### src/hdl/assert_macros.svh
// Assertion macros shared by the RTL files. They expect clk and rst_n in scope.
`ifndef ASSERT_MACROS_SVH
`define ASSERT_MACROS_SVH

// Same-cycle implication.
`define LSR_ASSERT_NOW(lbl, ante, cons, msg) \
  lbl: assert property (@(posedge clk) disable iff (!rst_n) (ante) |-> (cons)) \
    else $error(msg);

// Next-cycle implication.
`define LSR_ASSERT_NEXT(lbl, ante, cons, msg) \
  lbl: assert property (@(posedge clk) disable iff (!rst_n) (ante) |=> (cons)) \
    else $error(msg);

`endif

### src/hdl/lsr_pkg.sv
// ----------------------------------------------------------------------------
// lsr_pkg
// Types, constants and signature tables of the loader signature recognizer.
// ----------------------------------------------------------------------------
package lsr_pkg;

  localparam int STORE_BYTES = 65536;
  localparam int AW = $clog2(STORE_BYTES);

  localparam logic [15:0] BLOCK_START    = 16'h0316;
  localparam logic [15:0] BLOCK_MIN_END  = 16'h0570;
  localparam logic [15:0] END_MARK_START = 16'hfffc;
  localparam logic [15:0] END_MARK_END   = 16'hfffe;
  localparam logic [15:0] WIN1_FIRST     = 16'd234;
  localparam logic [15:0] WIN1_LAST      = 16'd402;
  localparam logic [15:0] WIN2_FIRST     = 16'd423;
  localparam logic [15:0] TAIL_BYTES     = 16'd23;

  localparam logic [7:0] KEY_LOW      = 8'h73;
  localparam logic [7:0] KEY_HIGH     = 8'h8a;
  localparam logic [7:0] KEY_BYTE_YES = 8'h08;
  localparam logic [7:0] KEY_BYTE_NO  = 8'h07;
  localparam logic [7:0] ORDER_MSB    = 8'h01;
  localparam logic [7:0] ORDER_LSB    = 8'h80;
  localparam logic [4:0] KEY_OFFSET   = 5'd29;

  localparam logic [1:0] ST_NOT_CHECKED = 2'd0;
  localparam logic [1:0] ST_CHECKED     = 2'd1;
  localparam logic [1:0] ST_END_FOUND   = 2'd2;

  localparam logic [2:0] K_CONST = 3'd0;
  localparam logic [2:0] K_CAPV  = 3'd1;
  localparam logic [2:0] K_EQA   = 3'd2;
  localparam logic [2:0] K_CAPA  = 3'd3;
  localparam logic [2:0] K_CAPB  = 3'd4;
  localparam logic [2:0] K_EQB   = 3'd5;
  localparam logic [2:0] K_CAPS  = 3'd6;
  localparam logic [2:0] K_KEY   = 3'd7;

  typedef struct packed {
    logic          header;
    logic          end_mark;
    logic          last;
    logic          wrong_block;
    logic [15:0]   len;
    logic [AW-1:0] addr;
    logic [7:0]    data;
  } lsr_cmd_t;

  typedef struct packed {
    logic [4:0] offset;
    logic [2:0] kind;
    logic [7:0] value;
    logic       final_step;
  } step_t;

  function automatic step_t mk(input logic [4:0] o, input logic [2:0] k,
                               input logic [7:0] v, input logic f);
    step_t s;
    s.offset = o;
    s.kind = k;
    s.value = v;
    s.final_step = f;
    return s;
  endfunction

  function automatic step_t scan_step(input logic second, input logic [4:0] idx);
    step_t s;
    s = mk(5'd0, K_CONST, 8'h00, 1'b1);
    if (!second) begin
      case (idx)
        5'd0:  s = mk(5'd18, K_CAPV,  8'h00, 1'b0);
        5'd1:  s = mk(5'd0,  K_CONST, 8'had, 1'b0);
        5'd2:  s = mk(5'd1,  K_CONST, 8'h00, 1'b0);
        5'd3:  s = mk(5'd2,  K_CONST, 8'h80, 1'b0);
        5'd4:  s = mk(5'd3,  K_CONST, 8'hee, 1'b0);
        5'd5:  s = mk(5'd4,  K_CONST, 8'h00, 1'b0);
        5'd6:  s = mk(5'd5,  K_CONST, 8'h80, 1'b0);
        5'd7:  s = mk(5'd6,  K_CONST, 8'hcd, 1'b0);
        5'd8:  s = mk(5'd7,  K_CONST, 8'h00, 1'b0);
        5'd9:  s = mk(5'd8,  K_CONST, 8'h80, 1'b0);
        5'd10: s = mk(5'd9,  K_CONST, 8'h26, 1'b0);
        5'd11: s = mk(5'd11, K_CONST, 8'h68, 1'b0);
        5'd12: s = mk(5'd12, K_CONST, 8'hc9, 1'b0);
        5'd13: s = mk(5'd13, K_CONST, 8'h61, 1'b0);
        5'd14: s = mk(5'd14, K_CONST, 8'hf0, 1'b0);
        5'd15: s = mk(5'd15, K_CONST, 8'h01, 1'b0);
        5'd16: s = mk(5'd16, K_CONST, 8'h18, 1'b0);
        5'd17: s = mk(5'd17, K_CONST, 8'h26, 1'b0);
        5'd18: s = mk(5'd10, K_EQA,   8'h00, 1'b0);
        5'd19: s = mk(5'd19, K_CONST, 8'ha5, 1'b0);
        5'd20: s = mk(5'd20, K_EQA,   8'h00, 1'b1);
        default: s = mk(5'd0, K_CONST, 8'h00, 1'b1);
      endcase
    end else begin
      case (idx)
        5'd0:  s = mk(5'd1,  K_CAPA,  8'h00, 1'b0);
        5'd1:  s = mk(5'd19, K_EQA,   8'h00, 1'b0);
        5'd2:  s = mk(5'd5,  K_CAPB,  8'h00, 1'b0);
        5'd3:  s = mk(5'd15, K_EQB,   8'h00, 1'b0);
        5'd4:  s = mk(5'd0,  K_CONST, 8'hc9, 1'b0);
        5'd5:  s = mk(5'd2,  K_CONST, 8'hd0, 1'b0);
        5'd6:  s = mk(5'd4,  K_CONST, 8'ha2, 1'b0);
        5'd7:  s = mk(5'd6,  K_CONST, 8'h86, 1'b0);
        5'd8:  s = mk(5'd7,  K_CONST, 8'hff, 1'b0);
        5'd9:  s = mk(5'd8,  K_CONST, 8'ha9, 1'b0);
        5'd10: s = mk(5'd10, K_CONST, 8'hd0, 1'b0);
        5'd11: s = mk(5'd12, K_CONST, 8'h90, 1'b0);
        5'd12: s = mk(5'd14, K_CONST, 8'ha2, 1'b0);
        5'd13: s = mk(5'd16, K_CONST, 8'h86, 1'b0);
        5'd14: s = mk(5'd17, K_CONST, 8'hff, 1'b0);
        5'd15: s = mk(5'd18, K_CONST, 8'hc9, 1'b0);
        5'd16: s = mk(5'd20, K_CONST, 8'hf0, 1'b0);
        5'd17: s = mk(5'd22, K_CONST, 8'hc9, 1'b0);
        5'd18: s = mk(5'd23, K_CAPS,  8'h00, 1'b0);
        5'd19: s = mk(KEY_OFFSET, K_KEY, 8'h00, 1'b1);
        default: s = mk(5'd0, K_CONST, 8'h00, 1'b1);
      endcase
    end
    return s;
  endfunction

  function automatic logic [7:0] key_lookup(input logic [4:0] i);
    logic [7:0] k;
    case (i)
      5'd0:  k = 8'h98;  5'd1:  k = 8'he8;  5'd2:  k = 8'h60;  5'd3:  k = 8'h08;
      5'd4:  k = 8'h98;  5'd5:  k = 8'hec;  5'd6:  k = 8'hb4;  5'd7:  k = 8'h04;
      5'd8:  k = 8'h08;  5'd9:  k = 8'h24;  5'd10: k = 8'he8;  5'd11: k = 8'hc0;
      5'd12: k = 8'h28;  5'd13: k = 8'h24;  5'd14: k = 8'h80;  5'd15: k = 8'hc0;
      5'd16: k = 8'hbc;  5'd17: k = 8'he0;  5'd18: k = 8'ha4;  5'd19: k = 8'hc0;
      5'd20: k = 8'he0;  5'd21: k = 8'ha4;  5'd22: k = 8'h40;  5'd23: k = 8'h80;
      default: k = 8'h00;
    endcase
    return k;
  endfunction

endpackage

### src/hdl/lsr_if.sv
// ----------------------------------------------------------------------------
// lsr_in_if / lsr_out_if
// Valid/ready channels carrying input items and results.
// ----------------------------------------------------------------------------
interface lsr_in_if;
  logic        valid;
  logic        ready;
  logic        mode;
  logic [15:0] block_start;
  logic [15:0] block_end;
  logic [7:0]  data_byte;
  logic        last;
  modport source (output valid, mode, block_start, block_end, data_byte, last,
                  input ready);
  modport sink (input valid, mode, block_start, block_end, data_byte, last,
                output ready);
endinterface


### src/hdl/lsr_front.sv
// ----------------------------------------------------------------------------
// lsr_front
// Accepts input items, assigns store addresses and classifies each item.
// ----------------------------------------------------------------------------
module lsr_front (
  input  logic             clk,
  input  logic             rst_n,
  lsr_in_if.sink           in_ch,
  output logic             cmd_valid,
  input  logic             cmd_ready,
  output lsr_pkg::lsr_cmd_t cmd
);
  import lsr_pkg::*;

  logic [AW-1:0] wr_idx_r, wr_idx_nxt;
  logic          accept;

  assign in_ch.ready = cmd_ready;
  assign cmd_valid   = in_ch.valid;
  assign accept      = in_ch.valid && cmd_ready;

  always_comb begin
    cmd.header      = in_ch.mode;
    cmd.end_mark    = (in_ch.block_start == END_MARK_START)
                      && (in_ch.block_end == END_MARK_END);
    cmd.last        = in_ch.last;
    cmd.wrong_block = (in_ch.block_start != BLOCK_START)
                      || (in_ch.block_end < BLOCK_MIN_END);
    cmd.len         = in_ch.block_end - in_ch.block_start;
    cmd.addr        = wr_idx_r;
    cmd.data        = in_ch.data_byte;
  end

  always_comb begin
    wr_idx_nxt = wr_idx_r;
    if (accept) begin
      if (in_ch.mode || in_ch.last) begin
        wr_idx_nxt = '0;
      end else begin
        wr_idx_nxt = wr_idx_r + AW'(1);
      end
    end
  end

  always_ff @(posedge clk) begin
    if (!rst_n) begin
      wr_idx_r <= '0;
    end else begin
      wr_idx_r <= wr_idx_nxt;
    end
  end

endmodule

### src/flat_wrapper.sv
// flat-port wrapper written by rule: the top's interface ports become plain ports
module lsr_front_flat import lsr_pkg::*;
  (clk, rst_n, cmd_valid, cmd_ready, cmd, in_ch_valid, in_ch_mode, in_ch_block_start, in_ch_block_end, in_ch_data_byte, in_ch_last, in_ch_ready);
  lsr_in_if in_ch_i ();
  input  logic clk;
  input  logic rst_n;
  output logic cmd_valid;
  input  logic cmd_ready;
  output lsr_pkg::lsr_cmd_t cmd;
  input wire logic [$bits(in_ch_i.valid)-1:0] in_ch_valid;
  input wire logic [$bits(in_ch_i.mode)-1:0] in_ch_mode;
  input wire logic [$bits(in_ch_i.block_start)-1:0] in_ch_block_start;
  input wire logic [$bits(in_ch_i.block_end)-1:0] in_ch_block_end;
  input wire logic [$bits(in_ch_i.data_byte)-1:0] in_ch_data_byte;
  input wire logic [$bits(in_ch_i.last)-1:0] in_ch_last;
  output wire logic [$bits(in_ch_i.ready)-1:0] in_ch_ready;
  assign in_ch_i.valid = in_ch_valid;
  assign in_ch_i.mode = in_ch_mode;
  assign in_ch_i.block_start = in_ch_block_start;
  assign in_ch_i.block_end = in_ch_block_end;
  assign in_ch_i.data_byte = in_ch_data_byte;
  assign in_ch_i.last = in_ch_last;
  assign in_ch_ready = in_ch_i.ready;
  lsr_front u_core (.clk(clk), .rst_n(rst_n), .in_ch(in_ch_i), .cmd_valid(cmd_valid), .cmd_ready(cmd_ready), .cmd(cmd));
endmodule
### config.mk
export PLATFORM = sky130hd
export DESIGN_NAME = lsr_front_flat
export DESIGN_NICKNAME = d
export VERILOG_FILES = /design/src/hdl/assert_macros.svh /design/src/hdl/lsr_pkg.sv /design/src/hdl/lsr_if.sv /design/src/hdl/lsr_front.sv /design/src/flat_wrapper.sv
export SDC_FILE = /design/constraint.sdc
export NUM_CORES = 1
export LEC_CHECK = 0
export BUFFER_PORTS_ARGS = -buffer_cell sky130_fd_sc_hd__buf_4
export CORE_AREA = 5 5 85 63
export CTS_BUF_LIST = sky130_fd_sc_hd__clkbuf_8
export DETAILED_ROUTE_END_ITERATION = 8
export DIE_AREA = 0 0 90 68
export GPL_TIMING_DRIVEN = 0
export PLACE_DENSITY = 0.71
export SLEW_MARGIN = 20
export SYNTH_ARGS = -nofsm -noshare
export SYNTH_HDL_FRONTEND = slang
export SYNTH_SLANG_ARGS = --single-unit
### constraint.sdc
create_clock -name clk -period 3.5 [get_ports clk]
set_input_delay 0.175 -clock clk [delete_from_list [all_inputs] [get_ports clk]]
set_output_delay 0.175 -clock clk [all_outputs]
set_load 0.01 [all_outputs]
After elaboration in Yosys (flattened, before gate mapping)
Cells that the tools add are included.
Widths: inputs -> output; s select.
{"block": "totals", "out_inout_bits": 46, "word_cells": 12, "inputBits": 46, "ff_bits": 16}
{"block": "op_classes", "muxes": 1, "eq_ne": 3, "n_lt_le_gt_ge": 1, "n_addsub": 2, "reduce_logical": 4}
{"operator": "$eq 16x16->1 const B", "n": 2}
{"operator": "$add 16x1->16 const B", "n": 1}
{"operator": "$lt 16x11->1 const B", "n": 1}
{"operator": "$mux 16", "n": 1}
{"operator": "$ne 16x10->1 const B", "n": 1}
{"operator": "$sub 16x16->16", "n": 1}
{"operator": "$logic_and 1x1->1", "n": 2}
{"operator": "$logic_or 1x1->1", "n": 2}

Depth between registers and ports, before layout
{"block": "depth", "depth_word": 2, "depth_mapped": 9, "mapped_depth_nobuf": 9}

Worst setup path after synthesis
No wires, ideal clock.
{"block": "synth_path", "path_type": "in2out", "start": "in in_ch_block_end[0]", "end": "out cmd[32] (netlist bit)", "n_path_buf": 0, "arrival_ps": 1737, "t_required_ps": 3325, "cell_stages": 8, "path_slack_ps": 1588, "path_cell_list": "inv_1 ha_1 fa_1 nor2b_1 o31a_1 o21ai_0 a211oi_1 xor2_1"}
{"item": "start, declared", "line_no": "flat_wrapper.sv:13", "rtl": "input wire logic [$bits(in_ch_i.block_end)-1:0] in_ch_block_end;"}
{"item": "end, declared", "line_no": "flat_wrapper.sv:9", "rtl": "output lsr_pkg::lsr_cmd_t cmd;"}

==> run metrics <==
run status complete, no violations; clock-pin slew reported for the worst setup and hold paths after clock tree synthesis ~0.05 ns; register containing the most flip-flops in the final layout u_core.wr_idx_r; antenna violations before repair 0; number of DRC markers in iteration 0 95; highest-count cells in the layout ignoring fill and taps 95 x buf_4, 30 x nor2_1, 23 x nand2_1; CP Launch Type input pin; Vias/cell slightly above 5; average cell area after synthesis between 7 and 8 µm²; post-placement worst setup slack 1.21 ns; cell leakage power 1.17 nW; Core ar. around 4500 µm²; final routed wirelength across all metal layers about 5000 µm; number of setup violations in the final report 0; I/O pins 92; average detailed-routed wire length per instance between 10 and 15 µm; most frequent standard cell in the layout excluding fill and tap cells buf_4; overall global routing resource usage 16.3%; fraction of the yosys area taken by sequential cells a little under a fifth; hold-fix buffers at CTS 0; final-layout worst hold slack 0.320 ns; final hold violations 0; transition time at the pin with the least slew margin roughly 0.52 ns; Clock Root Buffer clkbuf_8; Post-Syn Instances 231; Post-layout nets between 300 and 400; filler-free cell count of the finished design 374; half-perimeter wire length after placement 4340 µm; clk buf depth 2; unique cell type count in the Yosys netlist 40; vias in the first global route between 1500 and 2000; register bit count reported by yosys 16; net count after synthesis around 290; type of the worst setup path in -> out; worst min path class in -> reg; final critical-path required period ~2.4 ns; number of flip-flops in the largest register 16; fraction of layout instances using a drive strength above 1 roughly a third; registers with the highest flip-flop counts u_core.wr_idx_r x16; Post-DRT Antenna Nets 0; pin count of the biggest net entering global routing 11; count of cells resized by post-cts repair 0; clock tree from TritonCTS yes; Cell Count Post-Placement 371; area overhead of the layout relative to synthesis 43.0%; number of flops mapped to enable cells by yosys 0; number of CTS-inserted buffers 3; post-synthesis instance area 1710 µm²; relative max-transition margin 65.4%; Max Transition Viols Final 0; portion of the clock cycle consumed by the worst path in the final layout ~67%; Yosys warnings 0; via count approximately 1900; aggregate negative setup slack 0 ns; Antenna diodes 0; port buffer count 83; Vert. Die Dim between 60 and 70 µm; maximum clock frequency roughly 420 MHz; type of element capturing the critical path output pin; smallest setup slack after layout around 1.1 ns; effective utilization at floorplan 37.7%; clk sink count 16; post-CTS setup buffer count 0; H-tree depth 1; async set or reset register ratio after synthesis 0%; setup skew after layout 0.00434 ns; remaining routing DRC violations 0; Max Fanout on Critical Path 3; GRT Residual Overflow 0; unrepaired setup endpoints after global routing false; Worst-Skew Late Latency roughly 0.25 ns; floorplan die area between 6000 and 7000 µm²; number of max-cap violations 0; cell area power density around 260 nW/µm²; die width 90 µm; maximum VDD drop between 0.2 and 0.25 mV; routability-driven placement congestion ratio between 0.8 and 0.9; Top FF cell, synth dfxtp_1; count of standard-cell rows 21; First-pass DRT Iterations 4; Crit path required time about 3.3 ns; global-route wire length before repair a little over 8000 µm; arrival time at the worst endpoint ~2.2 ns
-- worst paths after layout --
check | end | slack (ns) | startpoint | depth (start not counted)
worst min register to register | u_core.wr_idx_r[1]$_SDFFE_PN0P_ | 0.51 | u_core.wr_idx_r[1]$_SDFFE_PN0P_ | 2
worst max register to register | u_core.wr_idx_r[14]$_SDFFE_PN0P_ | 1.96 | u_core.wr_idx_r[0]$_SDFFE_PN0P_ | 6
worst max-delay path | cmd[36] | 1.14 | in_ch_block_end[0] | 10
worst min-delay path | u_core.wr_idx_r[1]$_SDFFE_PN0P_ | 0.32 | cmd_ready | 4
-- final cells by class --
type,count,area [µm²]
inverter,19,71.3
sequential,16,320
tap,57,71.3
buffer,14,105
timing repair buffer,83,623
clock buffer,3,41.3
fill,437,2100
multi-input combinational,182,1220
-- kinds of logic after synthesis --
group / count (synthesis) / synth area share, %
AO/OA/AOI/OAI: 44 / 17.9
XOR/XNOR: 27 / 13.8
adder cells (fa/ha/maj): 17 / 12.9
buffers and inverters: 33 / 10.3
flip-flops: 16 / 18.7
AND/OR/NAND/NOR: 94 / 26.4
-- synth_stat cells, types with 2 or more instances --
cell      count  area share (%)
xor2_1       17             8.7
inv_1        19             4.2
nand2_1      23             5.0
a211oi_1      2            0.88
and2_1        2            0.73
nor2_1       30             6.6
a31oi_1       3             1.1
xnor2_1      10             5.1
and3_1        4             1.5
nor4_1        6             2.2
o21ai_2       2             1.0
a21oi_1      11             3.2
dfxtp_1      16              19
o211ai_1      2            0.88
buf_4        12             5.3
o21a_1        6             2.6
nand3_1       6             1.8
o21ai_0       7             2.0
nor2b_1       2            0.73
o31a_1        3             1.5
ha_1         16              12
nor3_1        6             1.8
nand4_1       9             3.3
-- critical path: stages --
cell and delay [ns]:
buf_4 0.09, inv_1 0.03, ha_1 0.24, fa_1 0.44
nor2b_1 0.22, o31a_1 0.24, o21ai_2 0.12, a32oi_1 0.25
xor2_1 0.22, buf_4 0.16
-- power breakdown --
part | total (W) | switching (W) | internal (W) | leakage, nW
combinational | 0.000324 | 0.000159 | 0.000164 | 1.02
clock | 0.000135 | 0.0000585 | 0.0000763 | 0.0216
sequential | 0.000185 | 0.00000142 | 0.000183 | 0.129
total | 0.000643 | 0.000219 | 0.000424 | 1.17
-- through the flow --
step           total power [W]  instance area, µm²  util [%]
3_3_place_gp          0.000508                2410      53.0
2_1_floorplan         0.000367                1710         -
3_5_place_dp          0.000511                2410      53.0
4_1_cts               0.000651                2450      53.9
5_1_grt               0.000689                2450      53.9
6_report              0.000643                2450      53.9
-- layer usage --
layer	GRT usage, %	vias up	share of wire [%]
li1	-	969	-
met1	22.9	834	51
met2	25.1	73	41
met3	5.05	5	7.9
met4	2.42	0	0.41
met5	0	-	0
(Power assumes the default switching activity.)
