File: config.mk
export PLATFORM = sky130hd
export DESIGN_NAME = lsr_queue
export DESIGN_NICKNAME = d
export VERILOG_FILES = /design/src/hdl/lsr_pkg.sv /design/src/hdl/lsr_queue.sv
export VERILOG_INCLUDE_DIRS = /design/src /design/src/hdl
export SDC_FILE = /design/constraint.sdc
export NUM_CORES = 1
export LEC_CHECK = 0
export BUFFER_PORTS_ARGS = -buffer_cell sky130_fd_sc_hd__buf_2
export CORE_MARGIN = 3
export CORE_UTILIZATION = 56
export DETAILED_ROUTE_END_ITERATION = 6
export PLACE_DENSITY = 0.81
export SETUP_SLACK_MARGIN = 0.3
export SLEW_MARGIN = 20
export SYNTH_ARGS = -nofsm -noshare
export SYNTH_HDL_FRONTEND = slang
export SYNTH_SLANG_ARGS = --single-unit
File: constraint.sdc
create_clock -name clk -period 8.65 [get_ports clk]
set_input_delay 0.865 -clock clk [delete_from_list [all_inputs] [get_ports clk]]
set_output_delay 0.865 -clock clk [all_outputs]
set_load 0.01 [all_outputs]
File: src/hdl/assert_macros.svh
// Assertion macros shared by the RTL files. They expect clk and rst_n in scope.
`ifndef ASSERT_MACROS_SVH
`define ASSERT_MACROS_SVH

// Same-cycle implication.
`define LSR_ASSERT_NOW(lbl, ante, cons, msg) \
  lbl: assert property (@(posedge clk) disable iff (!rst_n) (ante) |-> (cons)) \
    else $error(msg);

// Next-cycle implication.
`define LSR_ASSERT_NEXT(lbl, ante, cons, msg) \
  lbl: assert property (@(posedge clk) disable iff (!rst_n) (ante) |=> (cons)) \
    else $error(msg);

`endif

File: src/hdl/lsr_pkg.sv
// ----------------------------------------------------------------------------
// lsr_pkg
// Types, constants and signature tables of the loader signature recognizer.
// ----------------------------------------------------------------------------
package lsr_pkg;

  localparam int STORE_BYTES = 65536;
  localparam int AW = $clog2(STORE_BYTES);

  localparam logic [15:0] BLOCK_START    = 16'h0316;
  localparam logic [15:0] BLOCK_MIN_END  = 16'h0570;
  localparam logic [15:0] END_MARK_START = 16'hfffc;
  localparam logic [15:0] END_MARK_END   = 16'hfffe;
  localparam logic [15:0] WIN1_FIRST     = 16'd234;
  localparam logic [15:0] WIN1_LAST      = 16'd402;
  localparam logic [15:0] WIN2_FIRST     = 16'd423;
  localparam logic [15:0] TAIL_BYTES     = 16'd23;

  localparam logic [7:0] KEY_LOW      = 8'h73;
  localparam logic [7:0] KEY_HIGH     = 8'h8a;
  localparam logic [7:0] KEY_BYTE_YES = 8'h08;
  localparam logic [7:0] KEY_BYTE_NO  = 8'h07;
  localparam logic [7:0] ORDER_MSB    = 8'h01;
  localparam logic [7:0] ORDER_LSB    = 8'h80;
  localparam logic [4:0] KEY_OFFSET   = 5'd29;

  localparam logic [1:0] ST_NOT_CHECKED = 2'd0;
  localparam logic [1:0] ST_CHECKED     = 2'd1;
  localparam logic [1:0] ST_END_FOUND   = 2'd2;

  localparam logic [2:0] K_CONST = 3'd0;
  localparam logic [2:0] K_CAPV  = 3'd1;
  localparam logic [2:0] K_EQA   = 3'd2;
  localparam logic [2:0] K_CAPA  = 3'd3;
  localparam logic [2:0] K_CAPB  = 3'd4;
  localparam logic [2:0] K_EQB   = 3'd5;
  localparam logic [2:0] K_CAPS  = 3'd6;
  localparam logic [2:0] K_KEY   = 3'd7;

  typedef struct packed {
    logic          header;
    logic          end_mark;
    logic          last;
    logic          wrong_block;
    logic [15:0]   len;
    logic [AW-1:0] addr;
    logic [7:0]    data;
  } lsr_cmd_t;

  typedef struct packed {
    logic [4:0] offset;
    logic [2:0] kind;
    logic [7:0] value;
    logic       final_step;
  } step_t;

  function automatic step_t mk(input logic [4:0] o, input logic [2:0] k,
                               input logic [7:0] v, input logic f);
    step_t s;
    s.offset = o;
    s.kind = k;
    s.value = v;
    s.final_step = f;
    return s;
  endfunction

  function automatic step_t scan_step(input logic second, input logic [4:0] idx);
    step_t s;
    s = mk(5'd0, K_CONST, 8'h00, 1'b1);
    if (!second) begin
      case (idx)
        5'd0:  s = mk(5'd18, K_CAPV,  8'h00, 1'b0);
        5'd1:  s = mk(5'd0,  K_CONST, 8'had, 1'b0);
        5'd2:  s = mk(5'd1,  K_CONST, 8'h00, 1'b0);
        5'd3:  s = mk(5'd2,  K_CONST, 8'h80, 1'b0);
        5'd4:  s = mk(5'd3,  K_CONST, 8'hee, 1'b0);
        5'd5:  s = mk(5'd4,  K_CONST, 8'h00, 1'b0);
        5'd6:  s = mk(5'd5,  K_CONST, 8'h80, 1'b0);
        5'd7:  s = mk(5'd6,  K_CONST, 8'hcd, 1'b0);
        5'd8:  s = mk(5'd7,  K_CONST, 8'h00, 1'b0);
        5'd9:  s = mk(5'd8,  K_CONST, 8'h80, 1'b0);
        5'd10: s = mk(5'd9,  K_CONST, 8'h26, 1'b0);
        5'd11: s = mk(5'd11, K_CONST, 8'h68, 1'b0);
        5'd12: s = mk(5'd12, K_CONST, 8'hc9, 1'b0);
        5'd13: s = mk(5'd13, K_CONST, 8'h61, 1'b0);
        5'd14: s = mk(5'd14, K_CONST, 8'hf0, 1'b0);
        5'd15: s = mk(5'd15, K_CONST, 8'h01, 1'b0);
        5'd16: s = mk(5'd16, K_CONST, 8'h18, 1'b0);
        5'd17: s = mk(5'd17, K_CONST, 8'h26, 1'b0);
        5'd18: s = mk(5'd10, K_EQA,   8'h00, 1'b0);
        5'd19: s = mk(5'd19, K_CONST, 8'ha5, 1'b0);
        5'd20: s = mk(5'd20, K_EQA,   8'h00, 1'b1);
        default: s = mk(5'd0, K_CONST, 8'h00, 1'b1);
      endcase
    end else begin
      case (idx)
        5'd0:  s = mk(5'd1,  K_CAPA,  8'h00, 1'b0);
        5'd1:  s = mk(5'd19, K_EQA,   8'h00, 1'b0);
        5'd2:  s = mk(5'd5,  K_CAPB,  8'h00, 1'b0);
        5'd3:  s = mk(5'd15, K_EQB,   8'h00, 1'b0);
        5'd4:  s = mk(5'd0,  K_CONST, 8'hc9, 1'b0);
        5'd5:  s = mk(5'd2,  K_CONST, 8'hd0, 1'b0);
        5'd6:  s = mk(5'd4,  K_CONST, 8'ha2, 1'b0);
        5'd7:  s = mk(5'd6,  K_CONST, 8'h86, 1'b0);
        5'd8:  s = mk(5'd7,  K_CONST, 8'hff, 1'b0);
        5'd9:  s = mk(5'd8,  K_CONST, 8'ha9, 1'b0);
        5'd10: s = mk(5'd10, K_CONST, 8'hd0, 1'b0);
        5'd11: s = mk(5'd12, K_CONST, 8'h90, 1'b0);
        5'd12: s = mk(5'd14, K_CONST, 8'ha2, 1'b0);
        5'd13: s = mk(5'd16, K_CONST, 8'h86, 1'b0);
        5'd14: s = mk(5'd17, K_CONST, 8'hff, 1'b0);
        5'd15: s = mk(5'd18, K_CONST, 8'hc9, 1'b0);
        5'd16: s = mk(5'd20, K_CONST, 8'hf0, 1'b0);
        5'd17: s = mk(5'd22, K_CONST, 8'hc9, 1'b0);
        5'd18: s = mk(5'd23, K_CAPS,  8'h00, 1'b0);
        5'd19: s = mk(KEY_OFFSET, K_KEY, 8'h00, 1'b1);
        default: s = mk(5'd0, K_CONST, 8'h00, 1'b1);
      endcase
    end
    return s;
  endfunction

  function automatic logic [7:0] key_lookup(input logic [4:0] i);
    logic [7:0] k;
    case (i)
      5'd0:  k = 8'h98;  5'd1:  k = 8'he8;  5'd2:  k = 8'h60;  5'd3:  k = 8'h08;
      5'd4:  k = 8'h98;  5'd5:  k = 8'hec;  5'd6:  k = 8'hb4;  5'd7:  k = 8'h04;
      5'd8:  k = 8'h08;  5'd9:  k = 8'h24;  5'd10: k = 8'he8;  5'd11: k = 8'hc0;
      5'd12: k = 8'h28;  5'd13: k = 8'h24;  5'd14: k = 8'h80;  5'd15: k = 8'hc0;
      5'd16: k = 8'hbc;  5'd17: k = 8'he0;  5'd18: k = 8'ha4;  5'd19: k = 8'hc0;
      5'd20: k = 8'he0;  5'd21: k = 8'ha4;  5'd22: k = 8'h40;  5'd23: k = 8'h80;
      default: k = 8'h00;
    endcase
    return k;
  endfunction

endpackage

File: src/hdl/lsr_queue.sv
// ----------------------------------------------------------------------------
// lsr_queue
// Two-entry command queue between the front and the scan engine.
// ----------------------------------------------------------------------------
`include "assert_macros.svh"

module lsr_queue (
  input  logic              clk,
  input  logic              rst_n,
  input  logic              push,
  input  lsr_pkg::lsr_cmd_t push_cmd,
  output logic              can_push,
  output logic              pop_valid,
  input  logic              pop,
  output lsr_pkg::lsr_cmd_t pop_cmd
);
  import lsr_pkg::*;

  lsr_cmd_t   mem_r [2];
  logic       wr_ptr_r, wr_ptr_nxt;
  logic       rd_ptr_r, rd_ptr_nxt;
  logic [1:0] count_r, count_nxt;
  logic       do_push, do_pop;

  assign can_push  = (count_r != 2'd2);
  assign pop_valid = (count_r != 2'd0);
  assign pop_cmd   = mem_r[rd_ptr_r];
  assign do_push   = push && can_push;
  assign do_pop    = pop && pop_valid;

  always_comb begin
    wr_ptr_nxt = do_push ? ~wr_ptr_r : wr_ptr_r;
    rd_ptr_nxt = do_pop ? ~rd_ptr_r : rd_ptr_r;
    count_nxt  = count_r + {1'b0, do_push} - {1'b0, do_pop};
  end

  always_ff @(posedge clk) begin
    if (do_push) begin
      mem_r[wr_ptr_r] <= push_cmd;
    end
  end

  always_ff @(posedge clk) begin
    if (!rst_n) begin
      wr_ptr_r <= 1'b0;
      rd_ptr_r <= 1'b0;
      count_r  <= 2'd0;
    end else begin
      wr_ptr_r <= wr_ptr_nxt;
      rd_ptr_r <= rd_ptr_nxt;
      count_r  <= count_nxt;
    end
  end

  `LSR_ASSERT_NOW(a_count_range, 1'b1, count_r <= 2'd2, "queue count out of range")

endmodule

-- Word-level counts from Yosys, hierarchy flattened
Memory sizes are Yosys's and may differ from the RTL's. A register that Yosys moved wholly into a read port is not among the register bits.
Index checks and enable logic that the tools add are counted.
- add/subtract/negate cells: 2
- eq/ne operators: 1
- muxes and demuxes: 4
- bitwise logic cells: 2
- reductions and logical operators: 3
- operators by type and width (kind ; number):
    $mux W1 ; 4
    $add A2 B1 Y2 ; 1
    $logic_and A1 B1 Y1 ; 2
    $ne A2 B2 Y1 const B ; 1
    $not A1 Y1 ; 2
    $reduce_bool A2 Y1 ; 1
    $sub A2 B1 Y2 ; 1
- bits in registers: 4
- memory bits (writable): 88
- memories: 1
- memories (name ; depth ; bits a word ; rd ports ; clocked after memory_dff ; write ports ; RTL line ; RTL):
    mem_r ; 2 ; 44 ; 1 ; 1 ; 1 ; lsr_queue.sv:19 ; lsr_cmd_t mem_r [2];

-- Longest topological paths before layout
Gate-level depths: netlist (run 1).
- depth after elaboration: 4
- depth in mapped cells: 8

-- Worst setup path before layout (run 1)
Ideal clock, no wire load.
- kind: in2reg
- start point: in push
- end point: mem mem_r[0][0] (netlist name), enable pin
- setup time: 0.445 ns
- data arrival time: 2.811 ns
- path slack: 5.393 ns
- stages on the path: 2
- path buffers: 0
- path through: nand2_1 nor2_1
- longest elaborated chain between the ends: 3
- ends and longest elaborated chain (element ; RTL line ; RTL):
    from (decl) ; lsr_queue.sv:10 ; input logic push,
    $logic_and A1 B1 Y1 ; lsr_queue.sv:28 ; assign do_push = push && can_push;
    $mux W1 ; lsr_queue.sv:38 ; if (do_push) begin
    $mux W1 (implied by the code) ; lsr_queue.sv:39 ; mem_r[wr_ptr_r] <= push_cmd;
    to (decl) ; lsr_queue.sv:19 ;
No other way between the ends.

==> results.md, run 1 <==
- Outcome: complete, no violations
- 1st-pass router iterations: 4
- # DRC: 0
- First-pass GRT wire length: 8410 um
- Maximum clock rate: 331 MHz
- Hold Path Depth: 2
- P per Cell Area: 270 nW/um^2
- Max-cap check violation count: 0
- Top cell type's share of synthesized area: 0.731
- Clk sinks: 93
- Core area: 6100 um^2
- Leakage: 1.68 nW
- Synthesized area per cell: 22.4 um^2
- Critical Path Fanout Max: 23
- Antenna Cells: 0
- Hold_buf cts: 0
- Synthesized flop and latch total: 93
- Final Skew: 7.27 ps
- Post-synth top cells: edfxtp_1 (88), mux2_4 (40), dfxtp_1 (5)
- Most common cell in the netlist: edfxtp_1
- Synth top area cells: edfxtp_1 (73%), mux2_4 (17%), dfxtp_1 (2.8%)
- R2r endpoint: mem_r[1][22]$_DFFE_PP_
- Comb pwr share: 0.270
- Dominant cell type by area after synthesis: edfxtp_1
- Share of cells above drive strength 1: 0.581
- HP Class: register to register
- Mapped Cells: 161
- Final setup fails: 0
- Sequential Area: 2740 um^2
- Setup_tns: 0 ps
- Hpwl dp: 3860 um
- Crit path required time: 7790 ps
- Dominant synthesized flop cell: edfxtp_1
- Synth Net Count: 211
- Starting Density: 0.593
- Post-Route WL: 5580 um
- Slew Limit Fails: 0
- Gates resized, CTS repair: 0
- Clock transition at path regs: 80 ps
- Largest net degree at the start of global routing: 45
- Startpoint Class: register
- Die ar.: 7450 um^2
- Worst setup EP type: output pin
- Chip Height: 86.3 um
- Crit path arrival time: 2160 ps
- Post-route cell area: 4270 um^2
- Count of buffers from port buffering: 93
- Dpl cell area: 4110 um^2
- Routed Antenna Nets: 0
- Initial antenna violation count: 0
- CP Class: register to output pin
- Post-CTS setup buffer count: 0
- Worst Min Path Start: wr_ptr_r$_SDFFE_PN0N_
- Net switching power: 311 uW
- Root buf cell: clkbuf_8
- RR Startpoint: count_r[0]$_SDFF_PN0_
- Clock latency at the later pin of the worst-skew pair: 340 ps
- WHS Endpoint: wr_ptr_r$_SDFFE_PN0N_
- Chip Width: 86.3 um
- DR WL/cell: 16.3 um
- Max-slew headroom: 0.304
- Ports: 94
- Fill cells: 396
- Vias per cell: 4.92
- Distinct cells, synth: 18
- Sw Ratio: 0.270
- Final Wtd Congestion: 0.731
- Final hold violation count: 0
- Number of synthesized flops with an enable pin: 88
- Multi-input logic area: 785 um^2
- Clock tree from TritonCTS: yes
- Vias: 1682
- Gr ovfl total: 0
- Clock buffer depth: 2
- RSZ-0062 raised after global routing: false
- Least-Margin Pin Slew: 1040 ps
- Peak VDD IR: 179 uV
- Row Count: 28
- Vias in the first global route: 1735
- Ys async rst share: 0
- Cell Int Power: 839 uW
- Area growth syn-to-layout: 18.0%
- Seq/Total Area, Yosys: 0.759
- DR iter-0 viols: 57
- Tmin final: 3020 ps
- Cells on worst reg2reg path: 2
- TritonCTS Buffers: 9
- Final worst-path cycle share: 0.349
- Yosys warns: 0
- H-tree levels: 3
- R2R Setup Slk: 6830 ps
- Clock share of power: 0.206
- Post-Syn Area: 3610 um^2
- Flop pwr share: 0.524
- Hold_ws: 534 ps
- Final Net Count: 312
- GRT Util Overall: 0.155
-- worst max-delay path: stages, from the launching register on --
cell     delay (ps)
dfxtp_2         810
buf_4           480
mux2_2          380
buf_2           140
-- power by group through the flow --
stage,Clock (mW),Sequential (mW),Combinational (mW)
floorplan,0,0.592,0.257
global placement,0,0.610,0.312
detailed placement,0,0.615,0.315
CTS,0.244,0.605,0.316
global route,0.264,0.611,0.334
finish,0.237,0.603,0.310
-- logic make-up (layout without fill, tap and decap cells) --
logic type | Yosys count | count (layout) | share of synthesized area
compound gates | 1 | 1 | 0.00208
xor+xnor | 3 | 3 | 0.00727
fa+ha+maj | 2 | 2 | 0.00692
buf+inv | 6 | 112 | 0.0263
flops | 93 | 93 | 0.759
mux | 45 | 45 | 0.181
simple gates | 11 | 11 | 0.0170
-- worst max-delay path by stage --
| stage | start | endpoint | slack [ps] |
|---|---|---|---|
| 2_1_floorplan | push | mem_r[0][0]$_DFFE_PP_ | 5390 |
| 3_3_place_gp | register | pop_cmd[0] | 5980 |
| 3_5_place_dp | register | pop_cmd[43] | 5970 |
| 4_1_cts | register | pop_cmd[43] | 5580 |
| 5_1_grt | register | pop_cmd[43] | 5490 |
| 6_report | register | pop_cmd[43] | 5630 |
-- metal layers --
metal / wire length [um] / global-route usage
met4: 119 / 0.0793
met1: 2240 / 0.184
met5: 0 / 0
met3: 310 / 0.0428
met2: 2920 / 0.259
-- layout by cell type, fill, tap and decap left out, drive strengths merged --
master,instances
nor2,1
and2,2
mux2i,1
mux2,44
buf,95
nor2b,2
clkinv,3
or2,1
xnor2,3
clkinvlp,2
nand2,2
and3,1
clkbuf,11
ha,2
o21a,1
dfxtp,5
inv,1
edfxtp,88
nand2b,2
-- registers in the layout (all words and copies together) (netlist names), named ones only --
name	count
mem_r	88
count_r	2
rd_ptr_r	1
wr_ptr_r	1
-- final cells by class --
| class | count | share of cell area |
|---|---|---|
| clock buffers | 11 | 0.0308 |
| clock inverters | 5 | 0.00645 |
| inverters | 1 | 0.000880 |
| multi-input cells | 62 | 0.184 |
| flip-flops and latches | 93 | 0.643 |
| well taps | 75 | 0.0220 |
| repair buffers | 95 | 0.113 |
-- per-stage QoR --
step / cells / setup slack (ps) / util / total power [mW]
5_1_grt: 342 / 5490 / 0.700 / 1.21
3_3_place_gp: 326 / 5980 / 0.674 / 0.922
4_1_cts: 342 / 5580 / 0.700 / 1.16
3_5_place_dp: 326 / 5970 / 0.674 / 0.929
6_report: 342 / 5630 / 0.700 / 1.15
2_1_floorplan: 161 / 5390 / - / 0.849
(Power assumes the default switching activity.)
==> inputs of run 2 (changes only) <==
--- a/config.mk
+++ b/config.mk
@@ -8,9 +8,9 @@
 export LEC_CHECK = 0
 export BUFFER_PORTS_ARGS = -buffer_cell sky130_fd_sc_hd__buf_2
 export CORE_MARGIN = 3
-export CORE_UTILIZATION = 56
+export CORE_UTILIZATION = 52
 export DETAILED_ROUTE_END_ITERATION = 6
-export PLACE_DENSITY = 0.81
+export PLACE_DENSITY = 0.76
 export SETUP_SLACK_MARGIN = 0.3
 export SLEW_MARGIN = 20
 export SYNTH_ARGS = -nofsm -noshare
==> constraint.sdc (replaced) <==
create_clock -name clk -period 2.9 [get_ports clk]
set_input_delay 0.29 -clock clk [delete_from_list [all_inputs] [get_ports clk]]
set_output_delay 0.29 -clock clk [all_outputs]
set_load 0.01 [all_outputs]
==> run 2 against run 1 <==
  * Combinational power rose to 3.1 times the previous value
  * Non-clock buffer count is 3 higher
  * Clock power grew to 3.1 times the previous value
  * Critical path depth unchanged
  * Largest power group unchanged
==> results.md, run 2 (same netlist as run 1, synthesis figures left out) <==
- Commonest cells after routing, fill and taps aside: buf_2 (93), edfxtp_1 (88), mux2_4 (40)
- Largest net degree at the start of global routing: 38 (-16%)
- Final Net Count: 315 (+0.96%)
- Clock tree from TritonCTS: yes
- Tmin final: 2070 ps
- Peak VDD IR: 528 uV (+190%)
- Max-cap check violation count: 0 (unchanged)
- Routed Antenna Nets: 0 (unchanged)
- Maximum clock rate: 483 MHz
- Dpl cell area: 4130 um^2 (+0.61%)
- Vias in the first global route: 1702 (-1.9%)
- Startpoint Class: register
- Least-Margin Pin Slew: 504 ps (-540 ps)
- CP Class: register to output pin
- Die ar.: 7990 um^2 (+7.1%)
- Fill cells: 472 (+19%)
- Gates resized, CTS repair: 0 (unchanged)
- Post-CTS setup buffer count: 0 (unchanged)
- Hold_ws: 135 ps (-398 ps)
- Slew Limit Fails: 0 (unchanged)
- 1st-pass router iterations: 4 (unchanged)
- Chip Height: 89.4 um (+3.5%)
- Chip Width: 89.4 um (+3.5%)
- Final hold violation count: 0 (unchanged)
- Final worst-path cycle share: 0.714
- Max-slew headroom: 0.664 (+0.360)
- RR Startpoint: count_r[0]$_SDFF_PN0_
- TritonCTS Buffers: 9 (unchanged)
- Setup_tns: 0 ps (unchanged)
- Count of buffers from port buffering: 93 (unchanged)
- Crit path arrival time: 1780 ps (-380 ps)
- Util after Layout: 0.658 (-0.0415)
- WHS Endpoint: mem_r[1][12]$_DFFE_PP_
- Clock latency at the later pin of the worst-skew pair: 340 ps (about the same)
- Max reg flops: 88 (unchanged)
- Clk sinks: 93 (unchanged)
- Hold_buf cts: 0 (unchanged)
- Post-route cell area: 4300 um^2 (+0.79%)
- H-tree levels: 3 (unchanged)
- Starting Density: 0.553 (-0.0395)
- Worst Min Path Start: push_cmd[12]
- Top reg by flops: mem_r
- Hpwl dp: 3750 um (-3.0%)
- Ports: 94 (unchanged)
- Final setup fails: 0 (unchanged)
- Root buf cell: clkbuf_8
- Critical Path Fanout Max: 19 (-17%)
- First-pass GRT wire length: 8240 um (-2.1%)
- Core area: 6530 um^2 (+7.1%)
- # DRC: 0 (unchanged)
- DR WL/cell: 15.8 um (-3.0%)
- Leakage: 1.71 nW (+1.6%)
- Most common cell after layout, fill and taps aside: buf_2
- GRT Util Overall: 0.142 (-0.0133)
- Clock buffer depth: 2 (unchanged)
- Vias: 1696 (+0.83%)
- Hold Path Depth: 1 (-1)
- Antenna Cells: 0 (unchanged)
- Area growth syn-to-layout: 19.0%
- Cells on worst reg2reg path: 8 (+6)
- Crit path required time: 2610 ps (-5180 ps)
- Sequential Area: 2740 um^2 (unchanged)
- Post-Route WL: 5490 um (-1.6%)
- Worst setup EP type: output pin
- R2r endpoint: count_r[1]$_SDFF_PN0_
- Row Count: 29 (+3.6%)
- Final Skew: 6.32 ps (-0.949 ps)
- Outcome: complete, no violations
- Final Power: 3.46 mW (+200%)
- Multi-input logic area: 785 um^2 (unchanged)
- Vias per cell: 4.89 (-0.62%)
- P per Cell Area: 804 nW/um^2 (+200%)
- HP Class: primary input to register
- Share of cells above drive strength 1: 0.596 (+0.0158)
- Gr ovfl total: 0 (unchanged)
- Clock transition at path regs: 90 ps (about the same)
- Final Wtd Congestion: 0.710 (-2.9%)
- Initial antenna violation count: 0 (unchanged)
- RSZ-0062 raised after global routing: false
- Biggest regs: mem_r: 88 flops, count_r: 2 flops
- R2R Setup Slk: 1220 ps (-5610 ps)
- DR iter-0 viols: 95 (+67%)
-- run 2: where the power goes --
group / internal [mW] / switching (mW)
Combinational: 0.519 / 0.450
Sequential: 1.69 / 0.0774
Clock: 0.310 / 0.416
Total: 2.52 / 0.943
-- run 2: worst max-delay path by stage --
stage	start	end	slack, ps	cells after the start
after floorplan	count_r[0]$_SDFF_PN0_	mem_r[0][0]$_DFFE_PP_	680	3
after global placement	register	pop_cmd[27]	1180	3
after detailed placement	register	pop_cmd[27]	1160	3
after CTS	register	pop_cmd[27]	790	3
after global routing	register	pop_cmd[30]	740	3
final	register	pop_cmd[30]	830	3
-- run 2: metrics by stage --
step                instances  setup WS [ps]
finish                    347            830
global route              347            740
CTS                       347            786
detailed placement        331           1160
global placement          331           1180
floorplan                 161            677
-- run 2: critical path, cell delays in order, from the launching register on --
cell,delay [ps]
dfxtp_2,550
buf_4,410
mux2_4,340
buf_2,140
-- run 2: final cells by class --
| type | count | share of cell area |
|---|---|---|
| clock buffer | 10 | 0.0297 |
| clock inverter | 6 | 0.00931 |
| inverter | 1 | 0.000873 |
| multi-input combinational | 62 | 0.182 |
| sequential | 93 | 0.638 |
| tap | 77 | 0.0224 |
| timing repair buffer | 98 | 0.117 |
-- run 2: metal layers --
| metal | part of all wire | vias up | track usage | wire, um |
|---|---|---|---|---|
| met5 | 0 | - | 0 | 0 |
| met4 | 0.015 | 0 | 0.0609 | 80 |
| met3 | 0.063 | 7 | 0.0387 | 348 |
| met2 | 0.50 | 56 | 0.225 | 2740 |
| met1 | 0.42 | 799 | 0.184 | 2320 |
| li1 | - | 834 | - | - |
==> inputs of run 3 (changes only) <==
--- a/config.mk
+++ b/config.mk
@@ -6,11 +6,12 @@
 export SDC_FILE = /design/constraint.sdc
 export NUM_CORES = 1
 export LEC_CHECK = 0
+export ABC_AREA = 1
 export BUFFER_PORTS_ARGS = -buffer_cell sky130_fd_sc_hd__buf_2
 export CORE_MARGIN = 3
-export CORE_UTILIZATION = 52
+export CORE_UTILIZATION = 47
 export DETAILED_ROUTE_END_ITERATION = 6
-export PLACE_DENSITY = 0.76
+export PLACE_DENSITY = 0.72
 export SETUP_SLACK_MARGIN = 0.3
 export SLEW_MARGIN = 20
 export SYNTH_ARGS = -nofsm -noshare
==> constraint.sdc (replaced) <==
create_clock -name clk -period 1.7 [get_ports clk]
set_input_delay 0.17 -clock clk [delete_from_list [all_inputs] [get_ports clk]]
set_output_delay 0.17 -clock clk [all_outputs]
set_load 0.01 [all_outputs]
==> run 3 against run 2 <==
  * Critical path depth unchanged
  * Clock power grew 96%
  * Final cell count rose by 20%
  * Highest routed layer unchanged
  * Critical endpoint is now pop_cmd[40]
  * Sequential power rose by 74%
==> results.md, run 3 <==
- Initial antenna violation count: 0 (unchanged)
- RR Startpoint: count_r[0]$_SDFF_PN0_
- Count of buffers from port buffering: 93 (unchanged)
- Final hold violation count: 0 (unchanged)
- Critical Path Fanout Max: 11 (-8)
- DR WL/cell: 15.5 um (-2.3%)
- Leakage: 1.95 nW (+14%)
- R2r endpoint: count_r[1]$_SDFF_PN0_
- Slack of the critical path: 75.6 ps (-754 ps)
- Final setup fails: 0 (unchanged)
- Max-slew headroom: 0.822 (+0.158)
- 1st-pass router iterations: 4 (unchanged)
- Cell Int Power: 4.78 mW (+90%)
- RSZ-0062 raised after global routing: true
- Slew Limit Fails: 0 (unchanged)
- Pre-CTS WS: 237 ps (-923 ps)
- Routed Antenna Nets: 0 (unchanged)
- Ys async rst share: 0 (unchanged)
- Share of cells above drive strength 1: 0.577 (-0.0195)
- HP Class: primary input to register
- Clock tree from TritonCTS: yes
- Final Wtd Congestion: 0.665 (-6.2%)
- Gr ovfl total: 0 (unchanged)
- Dominant cell type by area after synthesis: edfxtp_1
- Tmin final: 1620 ps
- Final worst-path cycle share: 0.956
- Largest net degree at the start of global routing: 26 (-32%)
- Antenna Cells: 0 (unchanged)
- Clk sinks: 93 (unchanged)
- Outcome: complete, no violations
- Least-Margin Pin Slew: 267 ps (-237 ps)
- Post-Route WL: 6470 um (+18%)
- Crit path required time: 1530 ps (-1080 ps)
- Seq/Total Area, Yosys: 0.758 (-0.00131)
- Vias in the first global route: 1907 (+12%)
- Root buf cell: clkbuf_8
- Worst-path cell chain: clkbuf_16 -> mux2_4 -> buf_2
- Commonest cells after routing, fill and taps aside: buf_2 (92), edfxtp_1 (88), mux2_4 (40)
- Synthesized flop and latch total: 93 (unchanged)
- Vias per cell: 4.74 (-3.0%)
- Flop pwr share: 0.461 (-0.049)
- Comb pwr share: 0.325 (+0.045)
- Maximum clock rate: 616 MHz
- Chip Height: 93.8 um (+4.9%)
- DR iter-0 viols: 48 (-49%)
- Critical Path Max Stage Delay: 450 ps (-100 ps)
- CP Class: register to output pin
- # DRC: 0 (unchanged)
- Final Skew: 6.16 ps (-0.162 ps)
- Synth top area cells: edfxtp_1 (73%), mux2_4 (17%), dfxtp_1 (2.8%)
- Number of synthesized flops with an enable pin: 88 (unchanged)
- Dominant synthesized flop cell: edfxtp_1
- Biggest regs: mem_r: 88 flops, count_r: 2 flops
- Area growth syn-to-layout: 35.5%
- Row Count: 31 (+6.9%)
- Crit path arrival time: 1450 ps (-330 ps)
- Top cell type's share of synthesized area: 0.730 (-0.00126)
- Cells on worst reg2reg path: 10 (+2)
- Yosys warns: 0 (unchanged)
- Clock buffer depth: 2 (unchanged)
- Hpwl dp: 3810 um (+1.6%)
- Post-synth top cells: edfxtp_1 (88), mux2_4 (40), nand2_1 (9)
- Vias: 1982 (+17%)
- Clock share of power: 0.214 (+0.004)
- Starting Density: 0.491 (-0.0621)
- Hold_ws: 17.8 ps (-118 ps)
- H-tree levels: 3 (unchanged)
- Clock transition at path regs: 80 ps (about the same)
- Final Net Count: 364 (+16%)
- GRT Util Overall: 0.147 (+0.00534)
- Setup_tns: 0 ps (unchanged)
- R2R Setup Slk: 310 ps (-910 ps)
- Mapped Cells: 173 (+7.5%)
- TritonCTS Buffers: 9 (unchanged)
- Core area: 7370 um^2 (+13%)
- Critical path's slowest cell: dfxtp_4
- Top reg by flops: mem_r
- Synthesized area per cell: 20.9 um^2 (-6.8%)
- First-pass GRT wire length: 9530 um (+16%)
- Post-Syn Area: 3620 um^2 (+0.17%)
- Die ar.: 8790 um^2 (+10%)
- Most common cell in the netlist: edfxtp_1
- Most common cell after layout, fill and taps aside: buf_2
- Clock latency at the later pin of the worst-skew pair: 340 ps (about the same)
- Fill cells: 520 (+10%)
- Sw Ratio: 0.280 (+0.00744)
- Ports: 94 (unchanged)
- Worst setup EP type: output pin
- Chip Width: 93.8 um (+4.9%)
- P per Cell Area: 1350 nW/um^2 (+68%)
- Peak VDD IR: 766 uV (+45%)
- Setup crit end: pop_cmd[40]
- Synth Net Count: 223 (+5.7%)
- Max reg flops: 88 (unchanged)
- Startpoint Class: register
- Max-cap check violation count: 0 (unchanged)
- Distinct cells, synth: 12 (-6)
- Net switching power: 1.86 mW (+97%)
[run 3: changes by cell type after synthesis, moves of 2 or more]
cell      delta
xnor2_1      -3
a21oi_1      +2
inv_1        +6
nand2_1      +7
nand3_1      +3
nor2b_1      -2
nand2b_1     -2
and2_1       -2
nor2_1       +7
[run 3: area by class of cell]
cell class              count  area (um^2)  share of cell area
clock inverters             6         71.3              0.0145
inverters                   7         32.5             0.00663
flip-flops and latches     93         2750               0.561
repair buffers            135          961               0.196
well taps                  99          124              0.0252
clock buffers              10          128              0.0260
multi-input cells          68          836               0.170
[run 3: routing by layer]
metal,vias up,wire length [um],GRT usage
met4,0,72,0.0554
met5,-,0,0
met2,64,3260,0.233
met3,4,345,0.0457
met1,969,2790,0.191
li1,945,-,-
[run 3: worst min path at each step]
stage | to | cells past startpoint | slack [ps] | startpoint
finish | mem_r[0][14]$_DFFE_PP_ | 1 | 20 | push_cmd[14]
global route | mem_r[0][2]$_DFFE_PP_ | 1 | 0.1 | push_cmd[2]
CTS | mem_r[0][33]$_DFFE_PP_ | 1 | 1 | push_cmd[33]
detailed placement | mem_r[0][24]$_DFFE_PP_ | 1 | 360 | push_cmd[24]
global placement | mem_r[0][24]$_DFFE_PP_ | 1 | 360 | push_cmd[24]
floorplan | count_r[0]$_SDFF_PN0_ | 2 | 260 | rst_n
[run 3: logic make-up (layout without fill, tap and decap cells)]
family / after synthesis / after routing / synth area share
flip-flops: 93 / 93 / 0.758
multiplexers: 44 / 44 / 0.178
AND/OR/NAND/NOR: 20 / 20 / 0.0218
buffers and inverters: 12 / 158 / 0.0325
adder cells (fa/ha/maj): 2 / 2 / 0.00691
AO/OA/AOI/OAI: 2 / 2 / 0.00277
[run 3: power by group through the flow]
stage                     clock, mW  combinational, mW  sequential (mW)
after floorplan                   0               1.30             3.04
after global placement            0               1.76             3.04
after detailed placement          0               1.78             3.07
after CTS                      1.47               2.07             3.05
after global routing           1.56               2.31             3.10
final                          1.42               2.16             3.06
[run 3: repair_timing]
action | 4_1_cts | 5_1_grt
gates cloned | 2 | 1
pin swaps | 9 | 2
buffers inserted | 5 | 0
hold buffers | 19 | 10
gates resized for setup | 16 | 8
setup endpoints to repair | 45 | 92
hold endpoints to repair | 36 | 17
[run 3: per-stage QoR]
stage,cells,instance area [um^2],power [mW],utilization
after floorplan,173,3650,4.34,-
after global placement,365,4220,4.80,0.572
after detailed placement,365,4220,4.84,0.572
after CTS,407,4750,6.59,0.644
after global routing,418,4910,6.97,0.666
final,418,4910,6.64,0.666
[run 3: worst max-delay path, delay by kind of cell (launching register included)]
family	cells	cell delay, ps
buffers and inverters	2	360
DFF	1	450
muxes	1	300
